<file path="src/rtl/acr_pkg.sv">
package acr_pkg;

	localparam int ACR_REF_POS_BITS   = 32;
	localparam int ACR_SEQ_POS_BITS   = 16;
	localparam int ACR_RUN_COUNT_BITS = 20;

	// CIGAR operation codes
	typedef enum logic [1:0] {
		OP_MATCH  = 2'd0,
		OP_INSERT = 2'd1,
		OP_DELETE = 2'd2,
		OP_CLIP   = 2'd3
	} op_code_t;

	// Steps one pair goes through; only a final pair visits the tail and flush steps
	typedef enum logic [1:0] {
		PH_MAIN  = 2'd0,
		PH_TAIL  = 2'd1,
		PH_FLUSH = 2'd2
	} phase_t;

	// Engine status toward the input stage
	typedef struct packed {
		logic fire;  // current step executes this cycle
		logic done;  // pair in the input stage retires this cycle
	} step_ctl_t;

endpackage

</file>
<file path="src/rtl/acr_in_stage.sv">
module acr_in_stage
	import acr_pkg::*;
#(
	parameter int REF_POS_BITS = ACR_REF_POS_BITS,
	parameter int SEQ_POS_BITS = ACR_SEQ_POS_BITS
) (
	input  logic                    clk,
	input  logic                    arst_n,
	input  logic                    in_valid,
	output logic                    in_ready,
	input  logic [REF_POS_BITS-1:0] in_ref_pos,
	input  logic [SEQ_POS_BITS-1:0] in_seq_pos,
	input  logic [SEQ_POS_BITS-1:0] in_read_length,
	input  logic                    in_last_pair,
	input  step_ctl_t               ctl,
	output logic                    valid_s1,
	output logic [REF_POS_BITS-1:0] ref_pos_s1,
	output logic [SEQ_POS_BITS-1:0] seq_pos_s1,
	output logic [SEQ_POS_BITS-1:0] read_length_s1,
	output logic                    last_pair_s1
);

	logic accept;

	// Free when empty or when the held pair retires this cycle
	assign in_ready = !valid_s1 || ctl.done;
	assign accept   = in_valid && in_ready;

	always_ff @(posedge clk or negedge arst_n) begin
		if (!arst_n) begin
			valid_s1 <= 1'b0;
		end else if (accept) begin
			valid_s1 <= 1'b1;
		end else if (ctl.done) begin
			valid_s1 <= 1'b0;
		end
	end

	always_ff @(posedge clk) begin
		if (accept) begin
			ref_pos_s1     <= in_ref_pos;
			seq_pos_s1     <= in_seq_pos;
			read_length_s1 <= in_read_length;
			last_pair_s1   <= in_last_pair;
		end
	end

endmodule

</file>
<file path="src/rtl/acr_run_engine.sv">
module acr_run_engine
	import acr_pkg::*;
#(
	parameter int REF_POS_BITS   = ACR_REF_POS_BITS,
	parameter int SEQ_POS_BITS   = ACR_SEQ_POS_BITS,
	parameter int RUN_COUNT_BITS = ACR_RUN_COUNT_BITS
) (
	input  logic                      clk,
	input  logic                      arst_n,
	input  logic                      valid_s1,
	input  logic [REF_POS_BITS-1:0]   ref_pos_s1,
	input  logic [SEQ_POS_BITS-1:0]   seq_pos_s1,
	input  logic [SEQ_POS_BITS-1:0]   read_length_s1,
	input  logic                      last_pair_s1,
	input  logic                      out_free,
	output step_ctl_t                 ctl,
	output logic                      emit,
	output op_code_t                  emit_op,
	output logic [RUN_COUNT_BITS-1:0] emit_len,
	output logic [REF_POS_BITS-1:0]   emit_start,
	output logic                      emit_last
);

	localparam int SUM_BITS =
		((RUN_COUNT_BITS > SEQ_POS_BITS) ? RUN_COUNT_BITS : SEQ_POS_BITS) + 1;
	localparam logic [SUM_BITS-1:0] RUN_MAX_EXT = SUM_BITS'({RUN_COUNT_BITS{1'b1}});

	phase_t                    phase_q, phase_d;
	logic                      first_q;
	logic [REF_POS_BITS-1:0]   start_ref_q;
	logic [REF_POS_BITS-1:0]   prev_ref_q;
	logic [SEQ_POS_BITS-1:0]   prev_seq_q;
	op_code_t                  run_op_q, nxt_op;
	logic [RUN_COUNT_BITS-1:0] run_cnt_q, nxt_cnt;

	op_code_t                  step_op;
	op_code_t                  add_op;
	logic [SEQ_POS_BITS-1:0]   add_len;
	logic [SEQ_POS_BITS-1:0]   tail_len;
	logic [RUN_COUNT_BITS-1:0] base_cnt;
	logic                      merge;
	logic [SUM_BITS-1:0]       sum;
	logic [RUN_COUNT_BITS-1:0] sat_sum;
	logic                      fire;

	// Operation implied by this pair against the previous one
	always_comb begin
		if (ref_pos_s1 != prev_ref_q) begin
			step_op = (seq_pos_s1 != prev_seq_q) ? OP_MATCH : OP_DELETE;
		end else begin
			step_op = OP_INSERT;
		end
	end

	assign tail_len = (read_length_s1 > seq_pos_s1) ? (read_length_s1 - seq_pos_s1) : '0;

	// Operation added in this step and the pending count it lands on
	always_comb begin
		add_op   = OP_CLIP;
		add_len  = '0;
		base_cnt = run_cnt_q;
		unique case (phase_q)
			PH_MAIN: begin
				if (first_q) begin
					add_op   = OP_CLIP;
					add_len  = seq_pos_s1;
					base_cnt = '0;
				end else begin
					add_op   = step_op;
					add_len  = SEQ_POS_BITS'(1);
				end
			end
			PH_TAIL: begin
				add_op  = OP_CLIP;
				add_len = tail_len;
			end
			PH_FLUSH: begin
				add_op  = OP_CLIP;
				add_len = '0;
			end
			default: begin
				add_op  = OP_CLIP;
				add_len = '0;
			end
		endcase
	end

	assign merge   = (base_cnt != '0) && (run_op_q == add_op);
	assign sum     = (merge ? SUM_BITS'(base_cnt) : '0) + SUM_BITS'(add_len);
	assign sat_sum = (sum > RUN_MAX_EXT) ? {RUN_COUNT_BITS{1'b1}} : sum[RUN_COUNT_BITS-1:0];

	// Next step
	always_comb begin
		unique case (phase_q)
			PH_MAIN:  phase_d = last_pair_s1 ? PH_TAIL : PH_MAIN;
			PH_TAIL:  phase_d = PH_FLUSH;
			PH_FLUSH: phase_d = PH_MAIN;
			default:  phase_d = PH_MAIN;
		endcase
	end

	// Emission and pending run update
	always_comb begin
		emit      = 1'b0;
		emit_op   = run_op_q;
		emit_len  = run_cnt_q;
		emit_last = 1'b0;
		nxt_op    = run_op_q;
		nxt_cnt   = base_cnt;
		unique case (phase_q)
			PH_MAIN, PH_TAIL: begin
				if (add_len == '0) begin
					nxt_cnt = base_cnt;
				end else if (merge) begin
					nxt_cnt = sat_sum;
				end else begin
					emit    = (base_cnt != '0);
					nxt_op  = add_op;
					nxt_cnt = sat_sum;
				end
			end
			PH_FLUSH: begin
				emit      = (run_cnt_q != '0);
				emit_last = 1'b1;
				nxt_op    = OP_MATCH;
				nxt_cnt   = '0;
			end
			default: begin
				nxt_cnt = run_cnt_q;
			end
		endcase
	end

	assign fire       = valid_s1 && (!emit || out_free);
	assign ctl.fire   = fire;
	assign ctl.done   = fire && (((phase_q == PH_MAIN) && !last_pair_s1) || (phase_q == PH_FLUSH));
	assign emit_start = start_ref_q;

	always_ff @(posedge clk or negedge arst_n) begin
		if (!arst_n) begin
			phase_q     <= PH_MAIN;
			first_q     <= 1'b1;
			start_ref_q <= '0;
			prev_ref_q  <= '0;
			prev_seq_q  <= '0;
			run_op_q    <= OP_MATCH;
			run_cnt_q   <= '0;
		end else if (fire) begin
			phase_q   <= phase_d;
			run_op_q  <= nxt_op;
			run_cnt_q <= nxt_cnt;
			if (phase_q == PH_MAIN) begin
				prev_ref_q <= ref_pos_s1;
				prev_seq_q <= seq_pos_s1;
				if (first_q) begin
					start_ref_q <= ref_pos_s1;
					first_q     <= 1'b0;
				end
			end
			if (phase_q == PH_FLUSH) begin
				first_q <= 1'b1;
			end
		end
	end

endmodule

</file>
<file path="src/rtl/acr_out_stage.sv">
module acr_out_stage
	import acr_pkg::*;
#(
	parameter int REF_POS_BITS   = ACR_REF_POS_BITS,
	parameter int RUN_COUNT_BITS = ACR_RUN_COUNT_BITS
) (
	input  logic                      clk,
	input  logic                      arst_n,
	input  logic                      load,
	input  op_code_t                  emit_op,
	input  logic [RUN_COUNT_BITS-1:0] emit_len,
	input  logic [REF_POS_BITS-1:0]   emit_start,
	input  logic                      emit_last,
	input  logic                      out_ready,
	output logic                      out_free,
	output logic                      out_valid_q,
	output op_code_t                  op_code_q,
	output logic [RUN_COUNT_BITS-1:0] run_length_q,
	output logic [REF_POS_BITS-1:0]   start_ref_q,
	output logic                      last_run_q
);

	assign out_free = !out_valid_q || out_ready;

	always_ff @(posedge clk or negedge arst_n) begin
		if (!arst_n) begin
			out_valid_q <= 1'b0;
		end else if (load) begin
			out_valid_q <= 1'b1;
		end else if (out_ready) begin
			out_valid_q <= 1'b0;
		end
	end

	always_ff @(posedge clk) begin
		if (load) begin
			op_code_q    <= emit_op;
			run_length_q <= emit_len;
			start_ref_q  <= emit_start;
			last_run_q   <= emit_last;
		end
	end

endmodule

</file>
<file path="src/rtl/alignment_to_cigar_runs_unit.sv">
// A run that a pair closes is loaded into the result register and shows on m_tvalid.
// Throughput: one pair per cycle while the engine is not held; a pair marked tlast
// occupies the run engine for its main, trailing clip and flush steps in turn;
// one output run per cycle at most, and m_tready low holds the engine on a new run.
// Reset: arst_n low clears both valid flags and the run state; the next pair
// starts a new alignment.
module alignment_to_cigar_runs_unit
	import acr_pkg::*;
#(
	parameter int REF_POS_BITS   = ACR_REF_POS_BITS,
	parameter int SEQ_POS_BITS   = ACR_SEQ_POS_BITS,
	parameter int RUN_COUNT_BITS = ACR_RUN_COUNT_BITS
) (
	input  logic clk,
	input  logic arst_n,
	// Aligned pair stream; tlast marks the final pair of an alignment
	input  logic                         s_tvalid,
	output logic                         s_tready,
	// ref_pos, seq_pos, read_length
	input  logic [((REF_POS_BITS + 2 * SEQ_POS_BITS + 7) / 8) * 8-1:0] s_tdata,
	input  logic                         s_tlast,
	// CIGAR run stream; tlast marks the final run of an alignment
	output logic                         m_tvalid,
	input  logic                         m_tready,
	// run_length, start_ref
	output logic [((RUN_COUNT_BITS + REF_POS_BITS + 7) / 8) * 8-1:0] m_tdata,
	output logic [1:0]                   m_tuser,  // op_code
	output logic                         m_tlast
);

	// Stream buses carry whole bytes
	localparam int OUT_TDATA_BITS = ((RUN_COUNT_BITS + REF_POS_BITS + 7) / 8) * 8;

	step_ctl_t                 ctl;
	logic                      valid_s1;
	logic [REF_POS_BITS-1:0]   ref_pos_s1;
	logic [SEQ_POS_BITS-1:0]   seq_pos_s1;
	logic [SEQ_POS_BITS-1:0]   read_length_s1;
	logic                      last_pair_s1;

	logic                      emit;
	op_code_t                  emit_op;
	logic [RUN_COUNT_BITS-1:0] emit_len;
	logic [REF_POS_BITS-1:0]   emit_start;
	logic                      emit_last;
	logic                      out_free;

	op_code_t                  op_code_q;
	logic [RUN_COUNT_BITS-1:0] run_length_q;
	logic [REF_POS_BITS-1:0]   start_ref_q;

	// Input register: hold one pair until the engine has finished all its steps
	acr_in_stage #(
		.REF_POS_BITS (REF_POS_BITS),
		.SEQ_POS_BITS (SEQ_POS_BITS)
	) u_in_stage (
		.clk            (clk),
		.arst_n         (arst_n),
		.in_valid       (s_tvalid),
		.in_ready       (s_tready),
		.in_ref_pos     (s_tdata[REF_POS_BITS-1:0]),
		.in_seq_pos     (s_tdata[REF_POS_BITS+SEQ_POS_BITS-1:REF_POS_BITS]),
		.in_read_length (s_tdata[REF_POS_BITS+2*SEQ_POS_BITS-1:REF_POS_BITS+SEQ_POS_BITS]),
		.in_last_pair   (s_tlast),
		.ctl            (ctl),
		.valid_s1       (valid_s1),
		.ref_pos_s1     (ref_pos_s1),
		.seq_pos_s1     (seq_pos_s1),
		.read_length_s1 (read_length_s1),
		.last_pair_s1   (last_pair_s1)
	);

	// Run engine: classify the pair, merge into the pending run, emit on a change or flush
	acr_run_engine #(
		.REF_POS_BITS   (REF_POS_BITS),
		.SEQ_POS_BITS   (SEQ_POS_BITS),
		.RUN_COUNT_BITS (RUN_COUNT_BITS)
	) u_run_engine (
		.clk            (clk),
		.arst_n         (arst_n),
		.valid_s1       (valid_s1),
		.ref_pos_s1     (ref_pos_s1),
		.seq_pos_s1     (seq_pos_s1),
		.read_length_s1 (read_length_s1),
		.last_pair_s1   (last_pair_s1),
		.out_free       (out_free),
		.ctl            (ctl),
		.emit           (emit),
		.emit_op        (emit_op),
		.emit_len       (emit_len),
		.emit_start     (emit_start),
		.emit_last      (emit_last)
	);

	// Result register: a finished run waits here while the next pair advances
	acr_out_stage #(
		.REF_POS_BITS   (REF_POS_BITS),
		.RUN_COUNT_BITS (RUN_COUNT_BITS)
	) u_out_stage (
		.clk          (clk),
		.arst_n       (arst_n),
		.load         (ctl.fire && emit),
		.emit_op      (emit_op),
		.emit_len     (emit_len),
		.emit_start   (emit_start),
		.emit_last    (emit_last),
		.out_ready    (m_tready),
		.out_free     (out_free),
		.out_valid_q  (m_tvalid),
		.op_code_q    (op_code_q),
		.run_length_q (run_length_q),
		.start_ref_q  (start_ref_q),
		.last_run_q   (m_tlast)
	);

	// Pack the result transaction, padding up to whole bytes with zeros
	assign m_tdata = OUT_TDATA_BITS'({start_ref_q, run_length_q});
	assign m_tuser = op_code_q;

endmodule

</file>
<file path="config.mk">
export PLATFORM = sky130hd
export DESIGN_NAME = alignment_to_cigar_runs_unit
export DESIGN_NICKNAME = d
export VERILOG_FILES = /design/src/rtl/acr_pkg.sv /design/src/rtl/acr_in_stage.sv /design/src/rtl/acr_run_engine.sv /design/src/rtl/acr_out_stage.sv /design/src/rtl/alignment_to_cigar_runs_unit.sv
export SDC_FILE = /design/constraint.sdc
export NUM_CORES = 1
export LEC_CHECK = 0
export BUFFER_PORTS_ARGS = -buffer_cell sky130_fd_sc_hd__buf_2
export CAP_MARGIN = 20
export CORE_UTILIZATION = 53
export DETAILED_ROUTE_END_ITERATION = 10
export PLACE_DENSITY = 0.86
export SYNTH_ARGS = -nofsm -noshare
export SYNTH_HDL_FRONTEND = slang
export SYNTH_SLANG_ARGS = --single-unit
</file>
<file path="constraint.sdc">
create_clock -name clk -period 7.7 [get_ports clk]
set_input_delay 1.54 -clock clk [delete_from_list [all_inputs] [get_ports clk]]
set_output_delay 1.54 -clock clk [all_outputs]
set_load 0.02 [all_outputs]
</file>
Word level (Yosys, flattened, before mapping):

Cells that the tools add are included.
W data, S select, Z words.

* add/sub/neg operators: 2
* $lt $le $gt $ge: 2
* equality and inequality tests: 7
* multiplexer cells: 28
* reductions and logical operators: 28

Operators with widths (number)
* $mux W20: 5
* $pmux W20 S2: 1
* $reduce_bool A20 Y1: 2
* $mux W16: 2
* $ne A32 B32 Y1: 1
* $pmux W16 S2: 1
* $add A21 B16 Y21: 1
* $gt A21 B20 Y1 const B: 1
* $gt A16 B16 Y1: 1
* $logic_not A16 Y1: 1
* $ne A16 B16 Y1: 1
* $sub A16 B16 Y16: 1
* $mux W2: 6
* $mux W1: 10
* $pmux W2 S2: 2
* $reduce_bool A2 Y1: 4
* $logic_and A1 B1 Y1: 6
* $reduce_and A2 Y1: 3
* $logic_not A1 Y1: 4
* $logic_or A1 B1 Y1: 4
* $ne A2 B2 Y1 const B: 2
* $reduce_and A4 Y1: 1
* $reduce_and A3 Y1: 1
* $eq A2 B1 Y1 const B: 1
* other kinds (5): 5

* register bits: 227
* output and inout port bits: 61
* word-level logic and storage cells: 84

Depth between registers and ports, before layout:

Gate-level depths: netlist (run 1).

* depth after elaboration: 17
* gate-level depth with buffers: 24

By module:

Synthesis (run 1) repeated with hierarchy kept, for this count alone.

* cell total of the unflattened synthesis: 848
* area, all modules: 10761.6 sq um

By module, submodules not included
* acr_run_engine: instances 1, cells an instance 715, area an instance 7016.7 sq um
* acr_in_stage: instances 1, cells an instance 69, area an instance 2005.7 sq um
* acr_out_stage: instances 1, cells an instance 58, area an instance 1699.1 sq um
* alignment_to_cigar_runs_unit: instances 1, cells an instance 6, area an instance 40.0 sq um

Least setup slack after synthesis (run 1):

OpenSTA, ideal clock, no wires.

* path kind: register -> register
* start: reg u_in_stage.seq_pos_s1[0]
* end: reg u_in_stage.last_pair_s1, enable pin
* setup time: 0.585 ns
* arrival time: 7.922 ns
* required time: 7.115 ns
* path slack: -0.807 ns
* stages on the path, launching flop included: 12
* cell sequence: edfxtp_1 -> ha_1 -> fa_1 -> nand2b_1 -> a211oi_2 -> nor4_1 -> a311o_1 -> or4_4 -> o32ai_4 -> o21ai_1 -> and2_1 -> a211oi_1

* word-level cells in the longest chain between the ends: 16

Ends and longest elaborated chain
* from (decl): RTL line acr_in_stage.sv:18 `output logic [SEQ_POS_BITS-1:0] seq_pos_s1,`
* from (signal assigned): RTL line acr_in_stage.sv:42 `seq_pos_s1 <= in_seq_pos;`
* branches (longest 8 deep; another with $sub A16 B16 Y16)
* $mux W1 (*): RTL line acr_run_engine.sv:112 `if (add_len == '0) begin`
* $pmux W1 S2 (*): RTL line acr_run_engine.sv:110 `unique case (phase_q)`
* $logic_not A1 Y1 (*): RTL line acr_run_engine.sv:134 `assign fire = valid_s1 && (!emit || out_free);`
* $logic_or A1 B1 Y1 (*): RTL line acr_run_engine.sv:134
* $logic_and A1 B1 Y1 (*): RTL line acr_run_engine.sv:134
* $logic_and A1 B1 Y1 (*): RTL line acr_run_engine.sv:136 `assign ctl.done = fire && (((phase_q == PH_MAIN) && !last_pair_s1) || (phase_q == PH_FLUSH));`
* $logic_or A1 B1 Y1 (*): RTL line acr_in_stage.sv:26 `assign in_ready = !valid_s1 || ctl.done;`
* $logic_and A1 B1 Y1 (*): RTL line acr_in_stage.sv:27 `assign accept = in_valid && in_ready;`
* via u_in_stage.accept: RTL line acr_in_stage.sv:23 `logic accept;`
* to (signal assigned): RTL line acr_in_stage.sv:44 `last_pair_s1 <= in_last_pair;`
* to (decl): RTL line acr_in_stage.sv:20 `output logic last_pair_s1`

Mark *: on every way through the listed nets, which the timed path passes.
A chain may end at the register's enable or synchronous reset.

Worst setup path in the final report (run 1):

* start: reg u_in_stage.seq_pos_s1[4]
* end: out s_tready

* word-level cells in the longest chain between the ends: 15

Ends and longest elaborated chain
* branches (longest 8 deep; another with $sub A16 B16 Y16)
* $mux W1 (*): RTL line acr_run_engine.sv:112
* $pmux W1 S2 (*): RTL line acr_run_engine.sv:110
* $logic_not A1 Y1 (*): RTL line acr_run_engine.sv:134
* $logic_or A1 B1 Y1 (*): RTL line acr_run_engine.sv:134
* $logic_and A1 B1 Y1 (*): RTL line acr_run_engine.sv:134
* $logic_and A1 B1 Y1 (*): RTL line acr_run_engine.sv:136
* $logic_or A1 B1 Y1 (*): RTL line acr_in_stage.sv:26
* to (decl): RTL line alignment_to_cigar_runs_unit.sv:18 `output logic s_tready,`

Mark *: on every way between the ends.

==> flow_metrics.env, run 1 <==
export IMPL_outcome="complete, no violations"
export IMPL_first_pass_iters=5
export IMPL_finalSetupViolations=0
export IMPL_hold_viol_final=0
export IMPL_synth_seq_area_share=0.5815
export IMPL_grt_overflow=0
export IMPL_yosys_top_cells_area="edfxtp_1 (33%), dfrtp_1 (25%), mux2_2 (6.5%)"
export IMPL_start_kind="flip-flop"
export IMPL_gp_congestion=0.9005
export IMPL_cellPowerDensity_nw_per_um2=455.7
export IMPL_postCtsHoldBufs=0
export IMPL_relSlewSlack=0.4547
export IMPL_nets=1109
export IMPL_crit_path_start="u_in_stage.seq_pos_s1[4]"
export IMPL_critPathKind="reg2out"
export IMPL_max_stage_delay_ns=0.45
export IMPL_cpMostUsedCell="o21ai_1"
export IMPL_setup_tns_ns=0
export IMPL_first_iter_violations=501
export IMPL_dp_hpwl_um=16510
export IMPL_pre_cts_slack_ns=1.966
export IMPL_cts_max_level=1
export IMPL_route_detailed_drc=0
export IMPL_reg2reg_setup_slack_ns=1.90
export IMPL_worstSetupEndpointType="output pin"
export IMPL_max_freq_ghz=0.1680
export IMPL_cts_buffer_depth=3
export IMPL_drive_gt1_frac=0.2495
export IMPL_arrival_ns=4.41
export IMPL_cp_required_ns=6.16
export IMPL_row_count=51
export IMPL_async_reset_ff_frac=0.4714
export IMPL_crit_end="s_tready"
export IMPL_start_util=0.5479
export IMPL_synth_edf_count=120
export IMPL_cts_tree="yes"
export IMPL_ys_flop_type="edfxtp_1"
export IMPL_grt_first_pass_wirelength_um=37150
export IMPL_syn_cell_area_um2=10800
export IMPL_cp_top_family="compound AO/OA/AOI/OAI gates"
export IMPL_path_max_fanout=8
export IMPL_antenna_found_initial=2
export IMPL_final_max_slew_violation_count=0
export IMPL_yosysTopAreaCellShare=0.3336
export IMPL_syn_avg_cell_area_um2=12.30
export IMPL_core_um2=19720
export IMPL_r2r_end="u_run_engine.emit_len[16]"
export IMPL_synth_cell_types=76
export IMPL_fillers=1490
export IMPL_area_delta_synth_final_pct=15.46
export IMPL_reg2reg_depth=19
export IMPL_post_route_period_util=0.7729
export IMPL_ys_ff_latch=227
export IMPL_vias_per_cell=5.706
export IMPL_die_h_um=144.8
export IMPL_vias=7349
export IMPL_cts_root_buf="clkbuf_16"
export IMPL_grt_usage=0.2311
export IMPL_r2r_start="u_in_stage.seq_pos_s1[1]"
export IMPL_postCtsResizedCells=0
export IMPL_routedWlPerCell_um=18.16
export IMPL_postCtsSetupBuffers=0
export IMPL_maxCapViolCount=0
export IMPL_clkSinkCount=227
export IMPL_crit_chain="inv_1, ha_1, a21o_1, a211o_1, o21a_1, o31ai_1, o21ai_1, or2_2, o32ai_4, o21ai_1, and2_1, a21oi_1, buf_2"
export IMPL_yosysTopAreaCell="edfxtp_1"
export IMPL_dieArea_um2=20960
export IMPL_io_pins=130
export IMPL_grt_max_degree=64
export IMPL_grt_pass1_vias=7032
export IMPL_detail_route_antenna_nets=0
export IMPL_crit_cells=13
export IMPL_leakagePower_nw=5.160
export IMPL_timing_final_ws_setup_ns=1.749
export IMPL_ir_worst_vdd_mv=0.2970
export IMPL_hold_path_class="reg2reg"
export IMPL_clk_pin_slew_ns=0.06
export IMPL_clk_latency_ns=0.51
export IMPL_path_buf_inv=2
export IMPL_worstMarginPinSlew_ns=0.8180
export IMPL_fin_crit_ns=5.951
export IMPL_rsz0062_at_grt="false"
export IMPL_netlist_instances=878
export IMPL_io_buffers=125
export IMPL_routed_wl_um=23400
export IMPL_die_w_um=144.8
export IMPL_cts_buffers_inserted=23
export IMPL_skew_ns=0.01838
export IMPL_yosysWarningCount=0
export IMPL_cpMaxStageDelayCell="o32ai_4"
==> through the flow <==
step / utilization / hold WS (ns) / area (µm²) / total power, mW / instances
2_1_floorplan: - / 0.4211 / 10820 / 3.894 / 881
3_3_place_gp: 0.5929 / 0.4254 / 11690 / 4.439 / 1246
3_5_place_dp: 0.5929 / 0.4275 / 11690 / 4.520 / 1246
4_1_cts: 0.6325 / 0.4412 / 12470 / 5.699 / 1287
5_1_grt: 0.6326 / 0.4526 / 12470 / 6.035 / 1288
6_report: 0.6326 / 0.4414 / 12470 / 5.684 / 1288
==> cells in the mapped netlist (3+ instances only) <==
library cell  number
a21o_1            13
buf_2              9
mux2_2            62
buf_4              4
a211oi_2           3
o21ai_0           47
xnor2_1           58
or3_1              7
xor2_1             7
a31oi_1            3
o21ai_1            9
nand4_1           19
dfrtp_1          106
and3_1             7
o211ai_1           6
o21a_1             9
o2111ai_1          4
nor4_1            14
ha_1              32
nor3b_1            3
o22ai_1            6
and2_1            19
a211oi_1           6
nor3_1             7
nand2b_1           9
or2_2              5
o21bai_1           3
nor2_1            42
a211o_1            6
edfxtp_1         120
o31ai_1            3
mux2_1             7
inv_1             31
a21oi_1           36
nand2_1           76
nor2b_1            6
nand3_1            9
clkbuf_1          18
==> layout make-up <==
| type | count | area (µm²) | share of cell area |
|---|---|---|---|
| Timing Repair Buffer | 131 | 673.1 | 0.05397 |
| Sequential cell | 227 | 6282 | 0.5037 |
| Multi-Input combinational cell | 592 | 4287 | 0.3437 |
| Inverter | 31 | 116.4 | 0.009329 |
| Antenna cell | 1 | 2.502 | 0.0002006 |
| Clock buffer | 25 | 593.1 | 0.04755 |
| Tap cell | 265 | 331.6 | 0.02658 |
| Clock inverter | 16 | 187.7 | 0.01505 |
==> sequential cells by signal (all words and copies together), names as in the netlist <==
| signal | count |
|---|---|
| u_in_stage.last_pair_s1 | 1 |
| u_in_stage.read_length_s1 | 16 |
| u_in_stage.ref_pos_s1 | 32 |
| u_in_stage.seq_pos_s1 | 16 |
| u_in_stage.valid_s1 | 1 |
| u_out_stage.last_run_q | 1 |
| u_out_stage.op_code_q | 2 |
| u_out_stage.out_valid_q | 1 |
| u_out_stage.run_length_q | 20 |
| u_out_stage.start_ref_q | 32 |
| u_run_engine.emit_len | 20 |
| u_run_engine.emit_op | 2 |
| u_run_engine.emit_start | 32 |
| u_run_engine.first_q | 1 |
| u_run_engine.phase_q | 2 |
| u_run_engine.prev_ref_q | 32 |
| u_run_engine.prev_seq_q | 16 |
==> report_power, final <==
| group | switching (mW) | internal, mW | total, mW |
|---|---|---|---|
| Combinational | 1.41 | 0.913 | 2.32 |
| Clock | 0.461 | 0.693 | 1.15 |
| Sequential | 0.299 | 1.91 | 2.21 |
==> worst register-to-register path: stages, from the launching register on <==
cell and delay (ns):
edfxtp_1 0.45, xnor2_1 0.23, nand4_1 0.12, nor4_1 0.70, xnor2_1 0.18, nand4_1 0.14, nand3_1 0.45, and2_1 0.37
ha_1 0.22, fa_1 0.40, a21o_1 0.21, a221oi_1 0.44, a221o_1 0.23, a31oi_1 0.12, a21oi_1 0.23, o21a_1 0.24
nor2b_1 0.08, and3_1 0.41, o31ai_1 0.36, o31ai_1 0.09
==> cells by family (layout without fill, tap and decap cells) <==
group | count (synthesis) | after routing | share of synthesized area
buffers and inverters | 62 | 203 | 0.02397
flip-flops | 227 | 227 | 0.5815
multiplexers | 71 | 71 | 0.07378
adder cells (fa/ha/maj) | 34 | 34 | 0.04077
XOR/XNOR | 65 | 65 | 0.05270
other | 1 | 5 | 0.0003471
AND/OR/NAND/NOR | 236 | 236 | 0.1104
AO/OA/AOI/OAI | 182 | 182 | 0.1165
==> worst min path at each step <==
stage | from | endpoint | slack [ns] | cells after the start
final | u_run_engine.emit_start[1] | u_out_stage.start_ref_q[1] | 0.44 | 0
after global routing | u_run_engine.emit_start[22] | u_out_stage.start_ref_q[22] | 0.45 | 0
after CTS | u_run_engine.emit_start[6] | u_out_stage.start_ref_q[6] | 0.44 | 0
after detailed placement | u_run_engine.emit_start[8] | u_out_stage.start_ref_q[8] | 0.43 | 0
after global placement | u_run_engine.emit_start[4] | u_out_stage.start_ref_q[4] | 0.43 | 0
after floorplan | u_run_engine.emit_start[0] | u_out_stage.start_ref_q[0] | 0.42 | 0
==> metal layers <==
metal  GRT usage  routed length, µm  vias up
met2      0.3603              10880      246
li1            -                  -     3483
met4     0.06371                549        0
met5           0                  0        -
met1      0.3383              10660     3589
met3     0.03323               1311       31
==> placed cells by master, fill, tap and decap left out, types with 13 or more instances in the layout <==
cell type	count
buf_2	124
edfxtp_1	120
dfrtp_1	106
nand2_1	76
mux2_2	62
xnor2_1	58
o21ai_0	47
nor2_1	42
a21oi_1	36
ha_1	32
inv_1	31
clkbuf_16	23
nand4_1	19
and2_1	19
nor4_1	14
a21o_1	13
No activity file was read; power rests on OpenSTA's default activity.
==> run 2, diff against run 1 <==
==> constraint.sdc (replaced) <==
create_clock -name clk -period 5.2 [get_ports clk]
set_input_delay 1.04 -clock clk [delete_from_list [all_inputs] [get_ports clk]]
set_output_delay 1.04 -clock clk [all_outputs]
set_load 0.02 [all_outputs]
==> run 2 against run 1 <==
Net effect:
- setup slack worse by 1.6 ns
- via count is 0.48% lower
- hold slack lost 0.0011 ns
- clock power rose by 46%
- design area is 1.6% higher
- sequential power increased by 48%
==> flow_metrics.env, run 2 (same netlist as run 1, synthesis figures left out) <==
export IMPL_outcome="complete, no violations"
export IMPL_max_freq_ghz=0.1967
export IMPL_clk_pin_slew_ns=0.06
export IMPL_setup_tns_ns=0
export IMPL_antenna_found_initial=0
export IMPL_cts_tree="yes"
export IMPL_dieArea_um2=20960
export IMPL_row_count=51
export IMPL_clkSinkCount=227
export IMPL_grt_usage=0.2305
export IMPL_final_max_slew_violation_count=0
export IMPL_p_total_mw=8.482
export IMPL_core_um2=19720
export IMPL_cp_top_family="compound AO/OA/AOI/OAI gates"
export IMPL_reg2reg_setup_slack_ns=0.36
export IMPL_post_route_period_util=0.9775
export IMPL_critPathKind="reg2out"
export IMPL_ir_worst_vdd_mv=0.4735
export IMPL_skew_ns=0.01466
export IMPL_drive_gt1_frac=0.2642
export IMPL_fillers=1476
export IMPL_cts_max_level=1
export IMPL_grt_overflow=0
export IMPL_path_buf_inv=1
export IMPL_cp_required_ns=4.16
export IMPL_relSlewSlack=0.3500
export IMPL_layout_cells_non_filler=1303
export IMPL_max_stage_delay_ns=0.53
export IMPL_hold_viol_final=0
export IMPL_clk_latency_ns=0.53
export IMPL_cellPowerDensity_nw_per_um2=669.6
export IMPL_grt_first_pass_wirelength_um=37060
export IMPL_crit_chain="ha_1, fa_1, nand2b_4, a211oi_4, nor4_1, a311o_1, or4_4, o32ai_4, o21ai_1, and2_4, a21oi_2, buf_4"
export IMPL_start_kind="flip-flop"
export IMPL_fin_crit_ns=5.083
export IMPL_nets=1122
export IMPL_wl_met2_um=10540
export IMPL_r2r_start="u_in_stage.seq_pos_s1[9]"
export IMPL_worstSetupEndpointType="output pin"
export IMPL_io_pins=130
export IMPL_grt_max_degree=75
export IMPL_r2r_end="u_run_engine.emit_len[4]"
export IMPL_routed_wl_um=23310
export IMPL_pwr_share_seq=0.385
export IMPL_drt_met1_wl_um=10510
export IMPL_route_detailed_drc=0
export IMPL_min_to="u_out_stage.start_ref_q[27]"
export IMPL_layout_common_cells="buf_2 (123), edfxtp_1 (120), dfrtp_1 (106), nand2_1 (75), mux2_2 (62)"
export IMPL_pwr_share_clk=0.198
export IMPL_die_w_um=144.8
export IMPL_cpMaxStageDelayCell="or4_4"
export IMPL_dp_hpwl_um=16560
export IMPL_first_iter_violations=519
export IMPL_wl_met3_um=1600
export IMPL_top_layer_used="met4"
export IMPL_reg2reg_depth=20
export IMPL_cts_root_buf="clkbuf_16"
export IMPL_p_sw_mw=3.230
export IMPL_grt_pass1_vias=7114
export IMPL_hold_path_class="reg2reg"
export IMPL_area_delta_synth_final_pct=17.27
export IMPL_io_buffers=125
export IMPL_maxCapViolCount=0
export IMPL_hold_path_startpoint="u_run_engine.emit_start[27]"
export IMPL_postCtsHoldBufs=0
export IMPL_path_max_fanout=4
export IMPL_start_util=0.5479
export IMPL_cts_buffers_inserted=24
export IMPL_detail_route_antenna_nets=0
export IMPL_min_path_cells=0
export IMPL_vias_per_cell=5.613
export IMPL_worstMarginPinSlew_ns=0.9750
export IMPL_layout_commonest_cell="buf_2"
export IMPL_cts_buffer_depth=3
export IMPL_die_h_um=144.8
export IMPL_place_inst=1254
export IMPL_gp_congestion=0.9464
export IMPL_finalSetupViolations=0
export IMPL_leakagePower_nw=5.244
export IMPL_vias=7314
export IMPL_rsz0062_at_grt="false"
export IMPL_intPower_mw=5.252
export IMPL_sw_frac_of_total=0.3808
export IMPL_arrival_ns=4.04
export IMPL_p_comb_frac=0.418
export IMPL_routedWlPerCell_um=17.89
export IMPL_first_pass_iters=5
## run 2: changes by cell type in the layout (fill, tap and decap cells not counted), sizes merged
cell	before	now
buf	131	143
bufinv	4	2
clkbuf	25	36
inv	33	31
clkinv	10	6
## run 2: layer usage
layer | vias up | GRT usage
li1 | 3518 | -
met3 | 51 | 0.04245
met5 | - | 0
met2 | 284 | 0.3487
met1 | 3461 | 0.3334
met4 | 0 | 0.08033
## run 2: worst max-delay path by stage
stage	from	endpoint	cells after the start
2_1_floorplan	u_in_stage.seq_pos_s1[0]	u_in_stage.last_pair_s1	11
5_1_grt	u_in_stage.seq_pos_s1[0]	s_tready	12
4_1_cts	u_in_stage.seq_pos_s1[0]	s_tready	12
3_3_place_gp	u_in_stage.ref_pos_s1[15]	u_run_engine.emit_len[16]	19
3_5_place_dp	u_in_stage.ref_pos_s1[15]	u_run_engine.emit_len[16]	19
6_report	u_in_stage.seq_pos_s1[0]	s_tready	12
## run 2: final cells by class
cell class | instances | area, µm² | share of cell area
Sequential cell | 227 | 6282 | 0.4959
Multi-Input combinational cell | 592 | 4365 | 0.3446
Timing Repair Buffer | 143 | 790.8 | 0.06242
Clock buffer | 36 | 675.6 | 0.05333
Tap cell | 265 | 331.6 | 0.02617
Inverter | 31 | 116.4 | 0.009185
Clock inverter | 8 | 103.9 | 0.008198
Antenna cell | 1 | 2.502 | 0.0001975
## run 2: power groups by stage
stage / logic [mW] / registers [mW] / clock network (mW)
final: 3.54 / 3.26 / 1.68
after global placement: 3.39 / 3.25 / 0
after CTS: 3.48 / 3.27 / 1.71
after detailed placement: 3.45 / 3.30 / 0
after floorplan: 2.29 / 3.49 / 0
after global routing: 3.88 / 3.35 / 1.79
## run 2: timing repair
item	CTS	global route
cloned	0	0
resized for setup	0	13
setup endpoints to repair	1	21
setup buffers	1	3
pin swaps	1	2
## run 2: stage by stage
step / utilization / cell area, µm² / worst slack, ns / hold WS (ns)
floorplan: - / 10840 / 0.009998 / 0.4211
global placement: 0.5977 / 11790 / 0.3326 / 0.4271
detailed placement: 0.5977 / 11790 / 0.2352 / 0.4285
CTS: 0.6376 / 12570 / 0.05525 / 0.4427
global route: 0.6424 / 12670 / 0.01550 / 0.4581
finish: 0.6425 / 12670 / 0.1168 / 0.4404
